File: src/dvre_pkg.sv
// shared types and constants for the distance-vector route engine
package dvre_pkg;

    localparam int          MAX_NODES      = 16;
    localparam logic [13:0] UNREACH        = 14'd10000;
    localparam logic [1:0]  REG_NODE_COUNT = 2'd0;

    typedef enum logic [1:0] {
        OP_SET_LINK = 2'd0,
        OP_CLEAR    = 2'd1,
        OP_RELAX    = 2'd2,
        OP_QUERY    = 2'd3
    } t_op;

    typedef enum logic [3:0] {
        S_IDLE,
        S_LINK_A,
        S_LINK_B,
        S_CLEAR,
        S_RELAX_RD,
        S_RELAX_WT,
        S_RELAX_UPD,
        S_QUERY_RD,
        S_QUERY_WT,
        S_DONE
    } t_state;

    // controller to datapath
    typedef struct packed {
        logic load;        // capture the beat
        logic link_wr_ab;  // write link a->b
        logic link_wr_ba;  // write link b->a
        logic clr_wr;      // write one cleared route entry
        logic clr_step;
        logic scan_rd;     // read operands for current (i,j)
        logic scan_upd;    // apply relaxation for current (i,j)
        logic scan_step;
        logic q_rd;
        logic q_cap;
        logic done;
    } t_cmd;

    // datapath to controller
    typedef struct packed {
        logic clr_last;
        logic scan_last;
        logic relax_ok;
        logic link_ok;
    } t_sts;

endpackage

File: src/dvre_ctrl.sv
// controller state machine for the route engine
module dvre_ctrl
    import dvre_pkg::*;
(
    input  logic   i_clk,
    input  logic   i_rst_n,
    input  logic   i_start,
    input  t_op    i_op,
    input  t_sts   i_sts,
    output t_cmd   o_cmd,
    output logic   o_busy
);

    t_state r_state, n_state;
    t_op    r_op;

    always_ff @(posedge i_clk) begin
        if (!i_rst_n) begin
            r_state <= S_IDLE;
            r_op    <= OP_SET_LINK;
        end else begin
            r_state <= n_state;
            if (r_state == S_IDLE && i_start) r_op <= i_op;
        end
    end

    always_comb begin
        n_state = r_state;
        unique case (r_state)
            S_IDLE: begin
                if (i_start) n_state = S_LINK_A;
            end
            S_LINK_A: begin
                unique case (r_op)
                    OP_SET_LINK: n_state = i_sts.link_ok ? S_LINK_B : S_DONE;
                    OP_CLEAR:    n_state = S_CLEAR;
                    OP_RELAX:    n_state = i_sts.relax_ok ? S_RELAX_RD : S_DONE;
                    OP_QUERY:    n_state = S_QUERY_RD;
                    default:     n_state = S_DONE;
                endcase
            end
            S_LINK_B:    n_state = S_DONE;
            S_CLEAR:     if (i_sts.clr_last) n_state = S_DONE;
            S_RELAX_RD:  n_state = S_RELAX_WT;
            S_RELAX_WT:  n_state = S_RELAX_UPD;
            S_RELAX_UPD: n_state = i_sts.scan_last ? S_DONE : S_RELAX_RD;
            S_QUERY_RD:  n_state = S_QUERY_WT;
            S_QUERY_WT:  n_state = S_DONE;
            S_DONE:      n_state = S_IDLE;
            default:     n_state = S_IDLE;
        endcase
    end

    always_comb begin
        o_cmd = '0;
        o_busy = (r_state != S_IDLE);
        unique case (r_state)
            S_IDLE:      o_cmd.load = i_start;
            S_LINK_A:    o_cmd.link_wr_ab = (r_op == OP_SET_LINK) && i_sts.link_ok;
            S_LINK_B:    o_cmd.link_wr_ba = 1'b1;
            S_CLEAR: begin
                o_cmd.clr_wr   = 1'b1;
                o_cmd.clr_step = 1'b1;
            end
            S_RELAX_RD:  o_cmd.scan_rd = 1'b1;
            S_RELAX_WT:  ;
            S_RELAX_UPD: begin
                o_cmd.scan_upd  = 1'b1;
                o_cmd.scan_step = 1'b1;
            end
            S_QUERY_RD:  o_cmd.q_rd = 1'b1;
            S_QUERY_WT:  o_cmd.q_cap = 1'b1;
            S_DONE:      o_cmd.done = 1'b1;
            default:     ;
        endcase
    end

endmodule

File: config.mk
export PLATFORM = sky130hd
export DESIGN_NAME = dvre_ctrl
export DESIGN_NICKNAME = d
export VERILOG_FILES = /design/src/dvre_pkg.sv /design/src/dvre_ctrl.sv
export SDC_FILE = /design/constraint.sdc
export NUM_CORES = 1
export LEC_CHECK = 0
export ABC_AREA = 0
export BUFFER_PORTS_ARGS = -buffer_cell sky130_fd_sc_hd__clkbuf_2
export CAP_MARGIN = 20
export CORE_AREA = 5 5 42 44
export CTS_BUF_LIST = sky130_fd_sc_hd__clkbuf_8
export DETAILED_ROUTE_END_ITERATION = 16
export DIE_AREA = 0 0 47 49
export GPL_ROUTABILITY_DRIVEN = 0
export SYNTH_ARGS = -nofsm -noshare
export SYNTH_HDL_FRONTEND = slang
export SYNTH_SLANG_ARGS = --single-unit
File: constraint.sdc
create_clock -name i_clk -period 2.45 [get_ports i_clk]
set_input_delay 0.1225 -clock i_clk [delete_from_list [all_inputs] [get_ports i_clk]]
set_output_delay 0.1225 -clock i_clk [all_outputs]
set_load 0.01 [all_outputs]
==> After elaboration in Yosys (flattened, before gate mapping) <==
Cells that the tools add are included.
{ "totals": {"register_bits": 6, "in_bits": 9, "output_inout_bits": 12, "elab_cells": 39} }
{ "op_classes": {"n_eq_ne": 14, "muxes": 16, "reduce_logical": 7} }
{ "op_table": {"columns": ["operator", "n"], "rows": [
  ["4-bit one-hot mux with 8 select lines", 1],
  ["4-bit two-way mux", 5],
  ["4-bit by 3-bit == test with 1-bit output (second input constant)", 4],
  ["4-bit one-hot mux with 4 select lines", 1],
  ["4-bit by 2-bit == test with 1-bit output (second input constant)", 2],
  ["4-bit == test (second input constant)", 2],
  ["1-bit two-way mux", 7],
  ["2-bit == test (second input constant)", 2],
  ["4-bit by 1-bit == test with 1-bit output (second input constant)", 1],
  ["4-bit zero test", 1],
  ["2-bit two-way mux", 2],
  ["2-bit != test (second input constant)", 2],
  ["4-bit nonzero test", 1],
  ["2-bit by 1-bit == test with 1-bit output (second input constant)", 1],
  ["1-bit logical AND", 2],
  ["2-bit zero test", 1],
  ["2-bit AND reduction", 1],
  ["2-bit OR reduction", 1]
]} }

==> Depth between registers and ports, before layout <==
Gate-level depths: netlist (run 1).
{ "logic_depth": {"ltp_word": 3, "depth_mapped": 5, "depth_no_buf": 4} }

==> Least setup slack after synthesis (run 1) <==
OpenSTA, ideal clock, no wires.
{ "synth_timing": {"kind": "reg-to-reg", "startpoint": "reg r_op[1]", "endpoint": "reg r_state[0]", "setup_ns": 0.123, "arrival_time_ns": 1.107, "t_required_ns": 2.327, "slack_ns": 1.220, "stages_incl_launch_ff": 5, "n_path_buf": 0, "period_less_slack_ns": 1.230, "path_cell_list": "dfxtp_1 mux2i_1 or3b_1 a311oi_1 o21ai_1"} }
{ "synth_between": {"elab_chain_cells": 3, "word_cells_on_any_way": 6, "classes_between": "3 x eq/ne; 2 x mux; 1 x reduce/logical"} }
{ "synth_rtl": {"columns": ["element", "line_no", "source"], "rows": [
  ["from (decl)", "dvre_ctrl.sv:15", "t_op r_op;"],
  ["from (signal assigned)", "dvre_ctrl.sv:23", "if (r_state == S_IDLE && i_start) r_op <= i_op;"],
  ["2-bit == test (tied with other cells)", "dvre_ctrl.sv:34", "unique case (r_op)"],
  ["4-bit one-hot mux with 4 select lines *", "dvre_ctrl.sv:34", null],
  ["4-bit one-hot mux with 8 select lines *", "dvre_ctrl.sv:29", "unique case (r_state)"],
  ["to (signal assigned)", "dvre_ctrl.sv:22", "r_state <= n_state;"],
  ["to (decl)", "dvre_ctrl.sv:14", "t_state r_state, n_state;"]
]} }
Mark *: on every way between the ends. The rest lies on a longest branch, timed or not.
A chain may end at the register's enable or synchronous reset.

==> results of run 1 <==
-- critical path, cell delays in order, from the launching register on --
cell      delay, ps
dfxtp_1         510
nand2b_1        200
nor2_1          150
and3_1          160
clkbuf_2        130
-- kinds of logic (layout without fill, tap and decap cells) --
family	after synthesis	count (layout)	synth area share
AOI/OAI and AO/OA	13	13	0.195
buffers and inverters	6	25	0.0888
DFF	6	6	0.284
muxes	3	3	0.0710
and+or+nand+nor	29	29	0.361
-- power by group --
group / leakage [nW] / switching (mW) / internal (mW)
registers: 0.0491 / 0.0300 / 0.114
clock network: 0.0216 / 0.0444 / 0.106
logic: 0.188 / 0.0845 / 0.0683
-- cell usage in the layout (no fill, tap or decap) --
cell       count
clkbuf_2      20
nor2_1         9
dfxtp_1        6
nand2b_1       4
nor3_1         4
o21ai_0        4
nand2_1        3
mux2i_1        3
clkbuf_8       3
inv_1          2
a21oi_1        2
a31oi_1        2
nor2b_1        2
nand3_1        1
and2b_2        1
and3_1         1
or3b_1         1
or2b_1         1
a311oi_1       1
nor3b_1        1
o2111ai_1      1
o21ai_1        1
nor4_1         1
o311a_1        1
o21a_1         1
-- area by class of cell --
type,count,share of cell area
Clock buffer,3,0.0745
Sequential cell,6,0.217
Multi-Input combinational cell,45,0.479
Inverter,2,0.0135
Tap cell,16,0.0361
Timing Repair Buffer,20,0.181
-- worst paths after layout --
check                           from                      end  cells past startpoint  slack [ps]
max          r_state[0]$_SDFFE_PN0P_                 o_cmd[9]                      4         950
min                          i_op[1]     r_op[1]$_SDFFE_PN0P_                      3         150
max reg2reg  r_state[0]$_SDFFE_PN0P_  r_state[0]$_SDFFE_PN0P_                      3        1050
min reg2reg     r_op[1]$_SDFFE_PN0P_     r_op[1]$_SDFFE_PN0P_                      2         570
-- stage by stage --
| stage | hold slack (ps) | setup WS, ps |
|---|---|---|
| 2_1_floorplan | 237 | 1220 |
| 3_3_place_gp | 381 | 1130 |
| 3_5_place_dp | 388 | 1080 |
| 4_1_cts | 157 | 954 |
| 5_1_grt | 179 | 816 |
| 6_report | 154 | 953 |
-- routing by layer --
layer  vias to the layer above  track usage  routed length, um
met5                         -            0                  0
met4                         0       0.0691                 11
met3                         2       0.0332                 98
met2                        19        0.152                513
met1                       209        0.139                469
li1                        240            -                  -
-- registers in the layout, indices dropped and copies added, names as in the netlist --
signal and count:
r_state 4, r_op 2
==> flow_summary_export.csv, run 1 <==
group,metric,value,unit
critical_path,cp.required,2330,ps
timing,tightest_slew,364,ps
detailed_routing,vias,470,
grt,grt_max_degree,13,
floorplan,die_h,49,um
detailed_routing,drt_iter0_drc,8,
detailed_routing,dr.pass1.iters,4,
yosys,synth_commonest_cells,"nor2_1 (9), dfxtp_1 (6)",
timing,slew_headroom,0.755,
clock_network,clock_sinks,6,
flow_run,drv_cap,0,
detailed_routing,drc,0,
timing,rsz0062_at_grt,"no",
grt,grt-ovfl-total,0,
floorplan,die_w,47,um
clock_network,htreeDepth,1,
detailed_routing,drt-total-wl,1.09,mm
placement,place_area,513,um2
yosys,synthTopCellsByArea,"dfxtp_1 (28%), nor2_1 (8.0%), mux2i_1 (7.1%)",
finish,syn_to_final_growth,31.1,%
clock_network,clock_latency,220,ps
pwr,powerDensity,807,nW/um2
yosys,synth_edf_count,0,
grt,antenna_found_initial,0,
yosys,yosysTopAreaCell,"dfxtp_1",
timing,finClkSkew,5.49,ps
timing,setup_tns,0,ps
timing,finalSetupViolCount,0,
detailed_routing,avgRoutedWirePerCell,11.9,um
clock_network,numCtsBuffers,3,
clock_network,ctsHoldBuffers,0,
placement,io_buffers,20,
timing,post-route-min-period,1500,ps
yosys,synthCells,57,
pwr,total_power,0.447,mW
yosys,synthMostInstantiatedCell,"nor2_1",
floorplan,coreArea,1400,um2
detailed_routing,drt-vias-per-instance,5.11,
critical_path,worstSetupStartpointType,"flip-flop",
yosys,yosysSeqAreaShare,0.284,
pwr,leakagePower,0.259,nW
yosys,yosysWarnings,0,
finish,nets,87,
timing,fmaxAchievable,668,MHz
finish,final_util,0.396,
clock_network,clockRootBuffer,"clkbuf_8",
finish,multi_input_area,265,um2
grt,grt_pass1_vias,424,
clock_network,ctsResizeCount,0,
yosys,syn_area,423,um2
grt,grtUsageTotal,0.109,
clock_network,cts.path.max_buffers,2,
worst_hold_path,hold_path_class,"in -> reg",
detailed_routing,ant_nets,0,
status,outcome,"finished, final reports clean",
pwr,ir_drop,385,uV
floorplan,std_cell_rows,14,
finish,nFillCells,164,
critical_path,worstPathArrival,1370,ps
yosys,ys_ff_latch,6,
yosys,syn_nets,66,
placement,dp_hpwl,856,um
finish,n_antenna_cell,0,
critical_path,critPathMaxFanout,12,
critical_path,critPathKind,"reg -> out",
floorplan,start_util,0.302,
clock_network,cts_setup_buffers,0,
yosys,synth_top_cell_area_share,0.284,
placement,dp_cells,89,
floorplan,dieArea,2300,um2
timing,period_share,0.611,
clock_network,cts_tree,"done",
finish,seq_area,120,um2
yosys,synthArstFlopShare,0,
grt,grt_first_pass_wirelength,1.83,mm
clock_network,clkSlewWorstSetupHoldPaths,40,ps
timing,slew_violations,0,
floorplan,ios,21,
timing,hold_violations,0,
finish,design_area,554,um2
yosys,synth_cell_type_count,24,
finish,drive_above_1_share,0.316,
yosys,postSynthAreaPerCell,7.42,um2
yosys,synth_ff_type,"dfxtp_1",
finish,stdcell_count,92,
critical_path,setup.worst_path.end_class,"output pin",
(Power assumes the default switching activity.)
==> run 2, diff against run 1 <==
- clock period: 2.45 -> 1.45 ns (I/O delays scaled with it)
==> run 2 against run 1 <==
Against the previous run:
- worst hold slack lost 44 ps
- sequential power grew 65%
- register-to-register slack lost 930 ps
- flip-flop and latch count is the same
- final cell count grew 2.2%
- clock-buffer cell count is the same
- via count shrank 4.0%
- critical path type is now reg -> reg
- critical endpoint is now r_state[0]$_SDFFE_PN0P_
- highest routed layer unchanged
==> flow_summary_export.csv, run 2 (synthesized netlist as in run 1, its figures left out) <==
group,metric,value,unit
detailed_routing,vias,451,
detailed_routing,drt-total-wl,1.01,mm
detailed_routing,avgRoutedWirePerCell,10.8,um
clock_network,clockRootBuffer,"clkbuf_8",
grt,grt-ovfl-total,0,
critical_path,r2r-start,"r_op[1]$_SDFFE_PN0P_",
floorplan,coreArea,1400,um2
grt,antenna_found_initial,0,
detailed_routing,ant_nets,0,
clock_network,clkSlewWorstSetupHoldPaths,30,ps
critical_path,critPathMaxFanout,4,
critical_path,ff2ff_setup_slack,120,ps
clock_network,cts.path.max_buffers,2,
pwr,ir_drop,621,uV
timing,finalSetupViolCount,0,
worst_hold_path,hold_path_class,"in -> reg",
critical_path,cp.required,1540,ps
timing,hold_violations,0,
clock_network,numCtsBuffers,3,
floorplan,std_cell_rows,14,
worst_hold_path,min_to,"r_op[1]$_SDFFE_PN0P_",
clock_network,clock_sinks,6,
floorplan,die_h,49,um
critical_path,worstPathArrival,1430,ps
status,outcome,"finished, final reports clean",
critical_path,r2r_cells,4,
finish,reg_top3,"r_state x4, r_op x2",
worst_hold_path,hold_depth,3,
timing,tightest_slew,277,ps
clock_network,htreeDepth,1,
grt,grt_max_degree,12,
critical_path,reg2reg_to,"r_state[0]$_SDFFE_PN0P_",
floorplan,die_w,47,um
grt,grt_pass1_vias,414,
pwr,leakagePower,0.277,nW
critical_path,worstSetupStartpointType,"flip-flop",
clock_network,cts_setup_buffers,0,
critical_path,slowest_delay,380,ps
floorplan,start_util,0.302,
finish,layout_common_cells,"clkbuf_2 (20), nor2_1 (8), nand2b_1 (4), o21ai_0 (4)",
finish,drive_above_1_share,0.410,
critical_path,critPathKind,"reg -> reg",
timing,slew_violations,0,
finish,n_antenna_cell,0,
finish,largest_register_ffs,4,
timing,rsz0062_at_grt,"no",
placement,dp_cells,91,
grt,grtUsageTotal,0.105,
placement,io_buffers,20,
detailed_routing,drt-vias-per-instance,4.80,
finish,nets,89,
finish,syn_to_final_growth,38.8,%
detailed_routing,drc,0,
timing,setup_tns,0,ps
pwr,total_power,0.777,mW
timing,finClkSkew,0.273,ps
detailed_routing,drt_iter0_drc,8,
placement,dp_hpwl,825,um
critical_path,worstPathCellList,"mux2i_1, or3b_1, a311oi_2, o21ai_1",
finish,layout_commonest_cell,"clkbuf_2",
clock_network,clock_latency,220,ps
flow_run,drv_cap,0,
detailed_routing,dr.pass1.iters,4,
timing,post-route-min-period,1330,ps
critical_path,crit_path_top_delay_cell,"or3b_1",
clock_network,ctsHoldBuffers,0,
timing,slew_headroom,0.815,
finish,regMostFlops,"r_state",
finish,nFillCells,154,
clock_network,cts_tree,"done",
pwr,powerDensity,1320,nW/um2
grt,grt_first_pass_wirelength,1.79,mm
worst_hold_path,hold_start,"i_op[1]",
floorplan,dieArea,2300,um2
timing,fmaxAchievable,750,MHz
critical_path,setup.worst_path.end_class,"flip-flop",
floorplan,ios,21,
timing,period_share,0.920,
finish,stdcell_count,94,
-- run 2: cell types whose count changed in the layout (fill, tap and decap cells not counted), sizes merged --
cell  before  now
buf        0    2
-- run 2: worst max-delay path by stage --
stage	start	to	slack, ps
floorplan	r_op[1]$_SDFFE_PN0P_	r_state[0]$_SDFFE_PN0P_	220
global placement	r_op[1]$_SDFFE_PN0P_	r_state[0]$_SDFFE_PN0P_	110
detailed placement	r_op[1]$_SDFFE_PN0P_	r_state[0]$_SDFFE_PN0P_	100
CTS	r_state[2]$_SDFFE_PN0P_	o_cmd[9]	30
global route	r_op[1]$_SDFFE_PN0P_	r_state[0]$_SDFFE_PN0P_	10
finish	r_op[1]$_SDFFE_PN0P_	r_state[0]$_SDFFE_PN0P_	120
-- run 2: cell type report --
type / count / area, um2 / share of cell area
clock buffer: 3 / 41.3 / 0.0704
tap: 16 / 20.0 / 0.0341
timing repair buffer: 22 / 115 / 0.196
sequential: 6 / 124 / 0.211
inverter: 2 / 7.51 / 0.0128
multi-input combinational: 45 / 279 / 0.475
-- run 2: report_power, final --
group	switching, mW	internal [mW]	leakage [nW]
Combinational	0.161	0.139	0.205
Clock	0.0624	0.177	0.0216
Sequential	0.0401	0.197	0.0503
Total	0.263	0.514	0.277
-- run 2: per-stage QoR --
stage	instance area [um2]	setup slack, ps	hold slack [ps]	util
2_1_floorplan	423	220	187	-
3_3_place_gp	528	105	327	0.377
3_5_place_dp	528	99.0	337	0.377
4_1_cts	569	28.1	109	0.406
5_1_grt	587	9.65	116	0.419
6_report	587	116	110	0.419
-- run 2: repair_timing --
item                                   in CTS  in global routing
gates resized for setup                     0                  6
endpoints found under the hold margin       0                  0
setup endpoints to repair                   0                  5
-- run 2: routing by layer --
layer | track usage | part of all wire | vias to the layer above
li1 | - | - | 245
met1 | 0.135 | 0.42 | 188
met2 | 0.147 | 0.50 | 16
met3 | 0.0295 | 0.072 | 2
met4 | 0.0691 | 0.0039 | 0
met5 | 0 | 0 | -
-- run 2: worst max-delay path, delay by kind of cell (launching register included) --
kind            cells  cell delay [ps]
simple gates        1              380
compound gates      2              380
flops               1              320
mux                 1              130
